===== src/hdv_pkg.sv =====
`timescale 1ns / 1ps

package hdv_pkg;

    typedef struct packed {
        logic signed [15:0] vel_x;
        logic signed [15:0] vel_y;
        logic signed [15:0] vel_z;
        logic signed [15:0] vort_x;
        logic signed [15:0] vort_y;
        logic signed [15:0] vort_z;
        logic               volume_start;
    } t_vox_in;

    typedef struct packed {
        logic signed [31:0] helicity;
        logic signed [31:0] running_low;
        logic signed [31:0] running_high;
        logic               undefined_norm;
    } t_hel_out;

    typedef enum logic [2:0] {
        REG_NORMALIZE_MODE   = 3'd0,
        REG_ABSOLUTE_MODE    = 3'd1,
        REG_VELOCITY_SCALE   = 3'd2,
        REG_VELOCITY_OFFSET  = 3'd3,
        REG_VORTICITY_SCALE  = 3'd4,
        REG_VORTICITY_OFFSET = 3'd5
    } t_reg_idx;

    localparam int ADDR_W = 5;

    localparam logic signed [31:0] SAT_MAX = 32'sh7FFF_FFFF;
    localparam logic signed [31:0] SAT_MIN = 32'sh8000_0000;

    localparam logic signed [15:0] SCALE_RESET = 16'sd256;

endpackage


===== src/helicity_density_voxel_core.sv =====
`timescale 1ns / 1ps

// channel   | valid    | ready    | payload          | transfer when
// ----------+----------+----------+------------------+--------------------------
// voxel in  | i_valid  | o_ready  | i_vox (t_vox_in) | i_valid && o_ready
// result    | o_valid  | i_ready  | o_res (t_hel_out)| o_valid && i_ready
// config    | psel     | pready   | paddr, pwdata    | psel && penable && pwrite
//
// Only normalize mode with both lengths non-zero runs the square roots and the division.
// The cost is set by the single 18x18 multiplier (6 mappings, 9 products, one
// length product) and by one shared subtract/compare unit that runs two 17-step
// square roots and a 20-step division, one bit per cycle.
// Reset clears control, running min/max and the registers to their reset values.
// A finished result waits in the output register; a following voxel is taken.

module helicity_density_voxel_core
    import hdv_pkg::*;
(
    input  logic              i_clk,
    input  logic              i_rst_n,
    input  logic              i_valid,
    output logic              o_ready,
    input  t_vox_in           i_vox,
    output logic              o_valid,
    input  logic              i_ready,
    output t_hel_out          o_res,
    input  logic              psel,
    input  logic              penable,
    input  logic              pwrite,
    input  logic [ADDR_W-1:0] paddr,
    input  logic [31:0]       pwdata,
    output logic [31:0]       prdata,
    output logic              pready
);

    typedef enum logic [2:0] {
        ST_IDLE,
        ST_MUL,
        ST_SQV,
        ST_SQW,
        ST_DEN,
        ST_DENW,
        ST_DIV,
        ST_FIN
    } t_state;

    typedef enum logic [2:0] {
        TAG_NONE,
        TAG_MAP,
        TAG_DOT,
        TAG_SV,
        TAG_SW,
        TAG_DEN
    } t_tag;

    t_state r_state;

    logic               r_norm;
    logic               r_abs;
    logic signed [15:0] r_vel_scale;
    logic signed [15:0] r_vel_off;
    logic signed [15:0] r_vort_scale;
    logic signed [15:0] r_vort_off;

    t_vox_in            r_in;
    logic [4:0]         r_step;
    logic signed [17:0] r_map [6];

    logic signed [35:0] r_prod;
    t_tag               r_tag;
    logic [2:0]         r_tag_idx;

    logic signed [34:0] r_dot;
    logic [33:0]        r_sv;
    logic [33:0]        r_sw;

    logic [33:0]        r_rad;
    logic [35:0]        r_rem;
    logic [16:0]        r_root;
    logic [16:0]        r_lv;
    logic [16:0]        r_lw;
    logic [33:0]        r_den;
    logic [19:0]        r_quo;
    logic [4:0]         r_cnt;

    logic signed [31:0] r_h;
    logic               r_flag;
    logic signed [31:0] r_min;
    logic signed [31:0] r_max;

    logic               r_out_valid;
    t_hel_out           r_out;

    logic signed [17:0] mul_a;
    logic signed [17:0] mul_b;
    t_tag               mul_tag;
    logic [2:0]         mul_idx;

    logic [35:0]        it_a;
    logic [35:0]        it_b;
    logic [36:0]        it_diff;
    logic               it_ge;
    logic [35:0]        n_rem;
    logic [16:0]        n_root;
    logic [19:0]        n_quo;

    logic signed [32:0] map_rnd;
    logic signed [17:0] map_off;
    logic signed [17:0] map_val;
    logic signed [31:0] dot_sat;
    logic signed [34:0] dot_neg;
    logic [33:0]        dot_mag;
    logic signed [31:0] quo_signed;
    logic signed [31:0] h_fin;
    logic signed [31:0] base_min;
    logic signed [31:0] base_max;
    logic signed [31:0] n_min;
    logic signed [31:0] n_max;
    logic               cfg_wr;

    // multiplier operand select
    always_comb begin
        mul_a   = '0;
        mul_b   = '0;
        mul_tag = TAG_NONE;
        mul_idx = '0;
        if (r_state == ST_MUL) begin
            case (r_step)
                5'd0: begin
                    mul_a = 18'(r_in.vel_x);  mul_b = 18'(r_vel_scale);
                    mul_tag = TAG_MAP;        mul_idx = 3'd0;
                end
                5'd1: begin
                    mul_a = 18'(r_in.vel_y);  mul_b = 18'(r_vel_scale);
                    mul_tag = TAG_MAP;        mul_idx = 3'd1;
                end
                5'd2: begin
                    mul_a = 18'(r_in.vel_z);  mul_b = 18'(r_vel_scale);
                    mul_tag = TAG_MAP;        mul_idx = 3'd2;
                end
                5'd3: begin
                    mul_a = 18'(r_in.vort_x); mul_b = 18'(r_vort_scale);
                    mul_tag = TAG_MAP;        mul_idx = 3'd3;
                end
                5'd4: begin
                    mul_a = 18'(r_in.vort_y); mul_b = 18'(r_vort_scale);
                    mul_tag = TAG_MAP;        mul_idx = 3'd4;
                end
                5'd5: begin
                    mul_a = 18'(r_in.vort_z); mul_b = 18'(r_vort_scale);
                    mul_tag = TAG_MAP;        mul_idx = 3'd5;
                end
                5'd7:  begin mul_a = r_map[0]; mul_b = r_map[3]; mul_tag = TAG_DOT; end
                5'd8:  begin mul_a = r_map[0]; mul_b = r_map[0]; mul_tag = TAG_SV;  end
                5'd9:  begin mul_a = r_map[3]; mul_b = r_map[3]; mul_tag = TAG_SW;  end
                5'd10: begin mul_a = r_map[1]; mul_b = r_map[4]; mul_tag = TAG_DOT; end
                5'd11: begin mul_a = r_map[1]; mul_b = r_map[1]; mul_tag = TAG_SV;  end
                5'd12: begin mul_a = r_map[4]; mul_b = r_map[4]; mul_tag = TAG_SW;  end
                5'd13: begin mul_a = r_map[2]; mul_b = r_map[5]; mul_tag = TAG_DOT; end
                5'd14: begin mul_a = r_map[2]; mul_b = r_map[2]; mul_tag = TAG_SV;  end
                5'd15: begin mul_a = r_map[5]; mul_b = r_map[5]; mul_tag = TAG_SW;  end
                default: begin
                    mul_tag = TAG_NONE;
                end
            endcase
        end else if (r_state == ST_DEN) begin
            mul_a   = signed'({1'b0, r_lv});
            mul_b   = signed'({1'b0, r_lw});
            mul_tag = TAG_DEN;
        end
    end

    // shared subtract/compare unit: square root and division steps
    always_comb begin
        case (r_state)
            ST_SQV, ST_SQW: begin
                it_a = {r_rem[33:0], r_rad[33:32]};
                it_b = {17'd0, r_root, 2'b01};
            end
            ST_DIV: begin
                it_a = {r_rem[34:0], r_rad[33]};
                it_b = {2'd0, r_den};
            end
            default: begin
                it_a = '0;
                it_b = '0;
            end
        endcase
        it_diff = {1'b0, it_a} - {1'b0, it_b};
        it_ge   = ~it_diff[36];
        n_rem   = it_ge ? it_diff[35:0] : it_a;
        n_root  = {r_root[15:0], it_ge};
        n_quo   = {r_quo[18:0], it_ge};
    end

    always_comb begin
        map_rnd = r_prod[32:0] + 33'sd16384;
        map_off = (r_tag_idx < 3'd3) ? 18'(r_vel_off) : 18'(r_vort_off);
        map_val = map_rnd[32:15] + map_off;

        if ((r_dot[34:31] == 4'b0000) || (r_dot[34:31] == 4'b1111)) begin
            dot_sat = r_dot[31:0];
        end else begin
            dot_sat = r_dot[34] ? SAT_MIN : SAT_MAX;
        end
        dot_neg = -r_dot;
        dot_mag = r_dot[34] ? dot_neg[33:0] : r_dot[33:0];

        quo_signed = signed'({12'd0, n_quo});
        if (r_dot[34]) begin
            quo_signed = -quo_signed;
        end

        if (r_abs && r_h[31]) begin
            h_fin = (r_h == SAT_MIN) ? SAT_MAX : -r_h;
        end else begin
            h_fin = r_h;
        end
        base_min = r_in.volume_start ? '0 : r_min;
        base_max = r_in.volume_start ? '0 : r_max;
        n_min    = (h_fin < base_min) ? h_fin : base_min;
        n_max    = (h_fin > base_max) ? h_fin : base_max;
    end

    assign cfg_wr  = psel && penable && pwrite && pready;
    assign pready  = 1'b1;
    assign o_ready = (r_state == ST_IDLE);
    assign o_valid = r_out_valid;
    assign o_res   = r_out;

    always_comb begin
        case (t_reg_idx'(paddr[ADDR_W-1:2]))
            REG_NORMALIZE_MODE:   prdata = {31'd0, r_norm};
            REG_ABSOLUTE_MODE:    prdata = {31'd0, r_abs};
            REG_VELOCITY_SCALE:   prdata = {16'd0, r_vel_scale};
            REG_VELOCITY_OFFSET:  prdata = {16'd0, r_vel_off};
            REG_VORTICITY_SCALE:  prdata = {16'd0, r_vort_scale};
            REG_VORTICITY_OFFSET: prdata = {16'd0, r_vort_off};
            default:              prdata = '0;
        endcase
    end

    always_ff @(posedge i_clk) begin
        r_prod    <= 36'(mul_a) * 36'(mul_b);
        r_tag_idx <= mul_idx;

        if (!i_rst_n) begin
            r_state      <= ST_IDLE;
            r_tag        <= TAG_NONE;
            r_out_valid  <= 1'b0;
            r_min        <= '0;
            r_max        <= '0;
            r_norm       <= 1'b0;
            r_abs        <= 1'b0;
            r_vel_scale  <= SCALE_RESET;
            r_vel_off    <= '0;
            r_vort_scale <= SCALE_RESET;
            r_vort_off   <= '0;
        end else begin
            r_tag <= mul_tag;

            case (r_tag)
                TAG_MAP: r_map[r_tag_idx] <= map_val;
                TAG_DOT: r_dot <= r_dot + r_prod[34:0];
                TAG_SV:  r_sv  <= r_sv + r_prod[33:0];
                TAG_SW:  r_sw  <= r_sw + r_prod[33:0];
                TAG_DEN: r_den <= r_prod[33:0];
                default: begin
                end
            endcase

            if ((r_state == ST_FIN) && (!r_out_valid || i_ready)) begin
                r_out_valid <= 1'b1;
            end else if (r_out_valid && i_ready) begin
                r_out_valid <= 1'b0;
            end

            case (r_state)
                ST_IDLE: begin
                    if (i_valid) begin
                        r_in    <= i_vox;
                        r_dot   <= '0;
                        r_sv    <= '0;
                        r_sw    <= '0;
                        r_step  <= '0;
                        r_state <= ST_MUL;
                    end
                end
                ST_MUL: begin
                    r_step <= r_step + 5'd1;
                    if (r_step == 5'd17) begin
                        if (!r_norm) begin
                            r_h     <= dot_sat;
                            r_flag  <= 1'b0;
                            r_state <= ST_FIN;
                        end else if ((r_sv == '0) || (r_sw == '0)) begin
                            r_h     <= '0;
                            r_flag  <= 1'b1;
                            r_state <= ST_FIN;
                        end else begin
                            r_rad   <= r_sv;
                            r_rem   <= '0;
                            r_root  <= '0;
                            r_cnt   <= 5'd16;
                            r_state <= ST_SQV;
                        end
                    end
                end
                ST_SQV, ST_SQW: begin
                    if (r_cnt != '0) begin
                        r_rem  <= n_rem;
                        r_root <= n_root;
                        r_rad  <= {r_rad[31:0], 2'b00};
                        r_cnt  <= r_cnt - 5'd1;
                    end else if (r_state == ST_SQV) begin
                        r_lv    <= n_root;
                        r_rad   <= r_sw;
                        r_rem   <= '0;
                        r_root  <= '0;
                        r_cnt   <= 5'd16;
                        r_state <= ST_SQW;
                    end else begin
                        r_lw    <= n_root;
                        r_state <= ST_DEN;
                    end
                end
                ST_DEN: begin
                    r_state <= ST_DENW;
                end
                ST_DENW: begin
                    r_rem   <= {6'd0, dot_mag[33:4]};
                    r_rad   <= {dot_mag[3:0], 30'd0};
                    r_quo   <= '0;
                    r_cnt   <= 5'd19;
                    r_state <= ST_DIV;
                end
                ST_DIV: begin
                    r_rem <= n_rem;
                    r_quo <= n_quo;
                    r_rad <= {r_rad[32:0], 1'b0};
                    r_cnt <= r_cnt - 5'd1;
                    if (r_cnt == '0) begin
                        r_h     <= quo_signed;
                        r_flag  <= 1'b0;
                        r_state <= ST_FIN;
                    end
                end
                ST_FIN: begin
                    if (!r_out_valid || i_ready) begin
                        r_out.helicity       <= h_fin;
                        r_out.running_low    <= n_min;
                        r_out.running_high   <= n_max;
                        r_out.undefined_norm <= r_flag;
                        r_min                <= n_min;
                        r_max                <= n_max;
                        r_state              <= ST_IDLE;
                    end
                end
                default: begin
                    r_state <= ST_IDLE;
                end
            endcase

            if (cfg_wr) begin
                case (t_reg_idx'(paddr[ADDR_W-1:2]))
                    REG_NORMALIZE_MODE:   r_norm       <= pwdata[0];
                    REG_ABSOLUTE_MODE:    r_abs        <= pwdata[0];
                    REG_VELOCITY_SCALE:   r_vel_scale  <= pwdata[15:0];
                    REG_VELOCITY_OFFSET:  r_vel_off    <= pwdata[15:0];
                    REG_VORTICITY_SCALE:  r_vort_scale <= pwdata[15:0];
                    REG_VORTICITY_OFFSET: r_vort_off   <= pwdata[15:0];
                    default: begin
                    end
                endcase
            end
        end
    end

    a_div_nonzero: assert property (@(posedge i_clk) disable iff (!i_rst_n)
        (r_state == ST_DIV) |-> (r_den != '0))
        else $error("division entered with zero length product");

    a_minmax_sign: assert property (@(posedge i_clk) disable iff (!i_rst_n)
        (r_min[31] || (r_min == '0)) && (!r_max[31]))
        else $error("running min above zero or running max below zero");

    a_flag_zero: assert property (@(posedge i_clk) disable iff (!i_rst_n)
        (o_valid && o_res.undefined_norm) |-> (o_res.helicity == '0))
        else $error("zero length flagged with non-zero helicity");

    a_busy_after_take: assert property (@(posedge i_clk) disable iff (!i_rst_n)
        (i_valid && o_ready) |=> !o_ready)
        else $error("ready held after a voxel transfer");

endmodule

===== config.mk =====
export PLATFORM = sky130hd
export DESIGN_NAME = helicity_density_voxel_core
export DESIGN_NICKNAME = d
export VERILOG_FILES = /design/src/hdv_pkg.sv /design/src/helicity_density_voxel_core.sv
export SDC_FILE = /design/constraint.sdc
export NUM_CORES = 2
export LEC_CHECK = 0
export ABC_AREA = 1
export ABC_CLOCK_PERIOD_IN_PS = 16800
export BUFFER_PORTS_ARGS = -buffer_cell sky130_fd_sc_hd__buf_2
export CORE_MARGIN = 2
export CORE_UTILIZATION = 55
export DETAILED_ROUTE_END_ITERATION = 6
export MAX_ROUTING_LAYER = met4
export PLACE_DENSITY = 0.73
export SLEW_MARGIN = 10
export SYNTH_ARGS = -nofsm -noshare
export SYNTH_HDL_FRONTEND = slang
export SYNTH_SLANG_ARGS = --single-unit

===== constraint.sdc =====
create_clock -name i_clk -period 16.8 [get_ports i_clk]
set_clock_uncertainty 0.1 [all_clocks]
set_input_delay 0.84 -clock i_clk [delete_from_list [all_inputs] [get_ports i_clk]]
set_output_delay 0.84 -clock i_clk [all_outputs]
set_load 0.03 [all_outputs]

# Word-level counts from Yosys, hierarchy flattened
# Memory sizes are Yosys's and may differ from the RTL's.
# Cells that the tools add are included.
[word_totals]
inputBits = 141
elab_cells = 239
ramBits = 108
register_bits = 688
memories = 1
out_inout_bits = 132
[op_classes]
eq_ne = 43
add_sub_neg = 11
bitwise_logic = 3
magnitude_cmp = 3
mux = 85
n_reduce_logical = 54
n_mul = 1
[mem_list]
columns = ["name", "depth", "word_bits", "read_ports", "rd_ports_with_merged_regs", "wr", "line_no", "rtl"]
rows = [
  ["r_map", 6, 18, 6, 0, 1, "helicity_density_voxel_core.sv:67", "logic signed [17:0] r_map [6];"],
]
[ops]
columns = ["cell", "n"]
rows = [
  ["two-way mux 32 bit", 13],
  ["two-way mux 34 bit", 12],
  ["two-way mux 35 bit", 9],
  ["case mux 18 bit (12 select lines)", 1],
  ["case mux 18 bit (8 select lines)", 1],
  ["case mux 35 bit (4 select lines)", 1],
  ["case mux 34 bit (4 select lines)", 1],
  ["two-way mux 17 bit", 7],
  ["case mux 16 bit (6 select lines)", 1],
  ["case mux 36 bit (2 select lines)", 1],
  ["adder 34 bit", 2],
  ["logical NOT 34 bit", 2],
  ["case mux 34 bit (2 select lines)", 1],
  ["case mux 32 bit (2 select lines)", 1],
  ["two-way mux 18 bit", 3],
  ["equality test 5 x 4 -> 1 bit, second input constant", 8],
  ["case mux 19 bit (2 select lines)", 1],
  ["subtractor 36 x 34 -> 37 bit", 1],
  ["adder 35 bit", 1],
  ["multiplier 18 x 18 -> 35 bit", 1],
  ["negation 34 bit", 1],
  ["case mux 17 bit (2 select lines)", 1],
  ["adder 33 x 15 -> 33 bit, second input constant", 1],
  ["equality test 32 bit, second input constant", 1],
  ["47 further kinds", 128],
]

# Depth between registers and ports, before layout
[logic_depth]
ltp_word = 9
mapped_depth = 40
ltp_nobuf = 39

# Worst setup path after synthesis
# Ideal clock, no wire load.
[synth_timing]
path_type = "reg-to-reg"
startpoint = "register r_step[0]"
endpoint = "register r_prod[33]"
path_stages_with_launch = 37
t_required_ns = 16.628
setup_ns = 0.072
path_slack_ns = 9.355
period_less_slack_ns = 7.445
arrival_time_ns = 7.274
path_buffers = 2
cell_sequence = "edfxtp_1 > ha_1 > inv_1 > nor2_2 > inv_2 > nor2_4 > inv_2 > nand2_2 > buf_1 > nand2_1 > nand4_1 > nand2_1 > o21ai_1 > clkbuf_1 > nand2_1 > fa_1 > fa_1 > inv_1 > ha_1 > inv_1 > fa_1 > inv_1 > fa_1 > inv_1 > fa_1 > inv_1 > ha_1 > a21oi_1 > nor2_1 > a211oi_1 > nor2_1 > nor3_1 > o311ai_0 > a21oi_1 > nor2_1 > nor2_1 > xor2_1"
[synth_via]
elab_chain_len = 5
word_cells_on_any_way = 28
classes_between = "1 x mul; 14 x eq/ne; 4 x mux; 9 x reduce/logical"
[synth_rtl]
columns = ["element", "line_no", "rtl"]
rows = [
  ["from (decl)", "helicity_density_voxel_core.sv:66", "logic [4:0] r_step;"],
  ["from (signal assigned)", "helicity_density_voxel_core.sv:290", "r_step <= r_step + 5'd1;"],
  ["equality test 5 x 3 -> 1 bit, or another cell as far along", "helicity_density_voxel_core.sv:128", "case (r_step)"],
  ["OR reduction 3 bit (no line) / OR reduction 2 bit (equally long branches)", "--", ""],
  ["case mux 18 bit (8 select lines) / case mux 18 bit (12 select lines) (equally long branches)", "helicity_density_voxel_core.sv:128", ""],
  ["two-way mux 18 bit", "helicity_density_voxel_core.sv:127", "if (r_state == ST_MUL) begin"],
  ["multiplier 18 x 18 -> 35 bit (*)", "helicity_density_voxel_core.sv:244", "r_prod <= 36'(mul_a) * 36'(mul_b);"],
  ["to (signal assigned)", "helicity_density_voxel_core.sv:244", ""],
  ["to (decl)", "helicity_density_voxel_core.sv:69", "logic signed [35:0] r_prod;"],
]
# Every way passes the cells marked *; elsewhere a longest branch is shown, timed or not.
# A chain may end at the register's enable or synchronous reset.

# Final worst setup path
[layout_timing]
startpoint = "register r_step[1]"
endpoint = "register r_prod[33]"
# The elaborated chain is that of the path after synthesis.

==> metrics.txt <==
Max Freq 102 MHz; Initial DRC Count 5392; min Tclk post-route 9.78 ns; share of layout cells above drive strength 1 8.98%; CP peak stage delay 0.76 ns; Slew @ Worst Pin 1.14 ns; cts bufs inserted 87; Critical Path RT 17.32 ns; final-report max-slew violation count 0; Finished Layout Cells 8420; PostCTS Resize Cnt 0; worst min path class primary input to flip-flop; port bufs 237; leakage power 27.8 nW; Die Area 107000 sq um; Post-CTS Setup Inserts 0; DP Cell Count 8248; CTS tree yes; Clk pin slew, worst setup/hold paths 0.06 ns; Worst VDD drop 205 uV; pin count of the biggest net entering global routing 96; number of flops mapped to enable cells by yosys 621; Synth Area in Compound Gates 13.0%; Routed WL 171 mm; critical path startpoint category flip-flop; Worst EP arrival 10.31 ns; maxcap violations 0; simple logic cell fraction of the synthesized area 18.8%; Mean Syn Cell Area 8.51 sq um; vias 49222; Crit-path slowest cell nor2_2; final worst setup slack 7.02 ns; Hold Violations, Final 0; Mapped Cells 6779; Critical Path End Type flip-flop; Core Util, Final 60.9%; r2r worst-path depth 34; status finished clean; FF-to-FF Start r_step[1]; DRC viols 0; Worst-Skew Late Latency 0.70 ns; most frequent cells after synthesis nand2_1, inv_1, nor2_1; initial antenna violation count 8; Ports 273; core area 104000 sq um; vias in the first global route 47194; DRT Pass-1 Iters 6; r2r endpoint r_prod[33]; final worst path period share 58.2%; worst-path maximum fanout 16; setup violators final 0; ys async rst share 0%; relative slew slack 23.8%; worst slack at placement 7.25 ns; Post-DP HPWL 126 mm; total gr overflow 0; Layout area overhead 9.68%; most frequent cell after synthesis nand2_1; YS warnings 0; Synth Register Bits 796; Die H 328 um; hold buffers post-CTS 0; Filler cells 8840; met2 GRT Util 50.4%; library cells used by synthesis 70; Crit path top cell by count inv_1; Initial Util 55.6%; largest family of logic cells by synthesized area simple AND/OR/NAND/NOR gates; register area 22200 sq um; Worst Setup SP r_step[1]; gr busiest metal met2; most common flop cell mapped by yosys edfxtp_1; Adder-Cell Fraction of Synth Area 18.2%; FP Rows 118; Detail Route Antenna Nets 0; reg-to-reg slack, setup 7.02 ns; share of the synthesized area in the top cell type 32.3%; H-Tree Level Count 3; clock sink count 796; Netlist Area Pre-Place 57700 sq um; Max clock buf depth 3; Root Driver clkbuf_16; RSZ-0062 raised after global routing false; hold path start i_vox[17]; Final TNS setup 0 ns; post-synthesis mux area share 0%; chip width 328 um; DR vias/cell 5.85; met1 Resource Use GR 42.7%; CP Capture Point r_prod[33]; grt met3 use 6.85%; all-layer global routing usage 32.7%; first-pass GRT wire length 265 mm; Final Wtd Congestion 0.974; sequential cell area fraction in the yosys report 38.4%; XOR/XNOR share of the synthesized area 2.28%; kind of critical path flip-flop to flip-flop; cell taking the most area after synthesis edfxtp_1; Pwr Density 168 nW/um^2; multi-input logic area 30400 sq um; DR WL/cell 20.3 um; top post-synthesis cells by area edfxtp_1, fa_1, nand2_1; final net count 7741
## cells in the final DEF, fill, tap and decap left out, types with 20 or more instances in the layout
master     netlist  layout
nand2_1       1233    1233
inv_1         1074    1074
nor2_1         702     694
edfxtp_1       621     621
a21oi_1        415     413
o21ai_0        356     356
nand3_1        355     355
fa_1           328     328
ha_1           315     315
buf_2           52     236
dfxtp_1        175     175
o211ai_1       115     115
xor2_1          93      92
clkbuf_16        0      88
buf_4           26      84
a221oi_1        74      74
nand4_1         73      73
xnor2_1         57      57
nor3_1          63      52
o22ai_1         51      51
inv_2           41      43
nor4_1          43      42
a22o_1          29      29
or2_2           28      28
a22oi_1         26      26
clkinv_1        17      23
nor2_2          18      21
nor3_2          10      20
## worst max-delay path: cells and delay by family, from the launching register on
| kind | cells | cell delay (ns) |
|---|---|---|
| flip-flops | 1 | 0.44 |
| XOR/XNOR | 1 | 0.15 |
| adder cells (fa/ha/maj) | 8 | 3.88 |
| buffers and inverters | 8 | 1.63 |
| AND/OR/NAND/NOR | 12 | 2.21 |
| AO/OA/AOI/OAI | 5 | 1.28 |
## per-stage QoR
step | instance area, sq um | power (mW) | hold slack, ns
after floorplan | 57700 | 6.84 | 0.300
after global placement | 60300 | 8.46 | 0.330
after detailed placement | 60300 | 8.57 | 0.349
after CTS | 63200 | 10.6 | 0.202
after global routing | 63200 | 11.4 | 0.208
final | 63200 | 10.7 | 0.222
## layout make-up
type | instances | share of cell area [%]
Multi-Input combinational cell | 4619 | 48.0
Inverter | 1132 | 6.72
Clock inverter | 48 | 0.777
Timing Repair Buffer | 321 | 2.88
Clock buffer | 114 | 3.83
Tap cell | 1380 | 2.73
Antenna cell | 10 | 0.0396
Sequential cell | 796 | 35.0
## registers in the layout (all words and copies together), names as in the netlist, 5 cells and up
name,count
o_res,97
r_cnt,5
r_den,34
r_dot,35
r_h,32
r_in,97
r_lv,17
r_lw,17
r_map,108
r_max,32
r_min,32
r_prod,35
r_quo,19
r_rad,34
r_rem,35
r_root,17
r_step,5
r_sv,34
r_sw,34
r_vel_off,16
r_vel_scale,16
r_vort_off,16
r_vort_scale,16
## metal layers
| layer | vias up | part of all wire [%] |
|---|---|---|
| met1 | 23499 | 40 |
| li1 | 22939 | - |
| met4 | 0 | 4.0 |
| met2 | 2383 | 45 |
| met5 | - | 0 |
| met3 | 401 | 11 |
## where the power goes
group / internal [mW] / switching [mW]
Combinational: 1.92 / 3.91
Sequential: 2.57 / 0.296
Clock: 1.11 / 0.856
## kinds of logic after synthesis
family | count (synthesis)
simple gates | 2571
buf+inv | 1379
compound gates | 1238
flops | 796
fa+ha+maj | 643
xor+xnor | 150
other cells | 2
## how the worst min path moves through the flow
stage               end  slack [ns]  cells after the start
6_report       r_in[17]        0.22                      1
3_3_place_gp   o_res[0]        0.33                      0
5_1_grt        r_in[82]        0.21                      1
3_5_place_dp   o_res[0]        0.35                      0
2_1_floorplan  o_res[0]        0.30                      0
4_1_cts        r_in[57]        0.20                      1
Note: power is estimated with default switching activity, not from simulation.
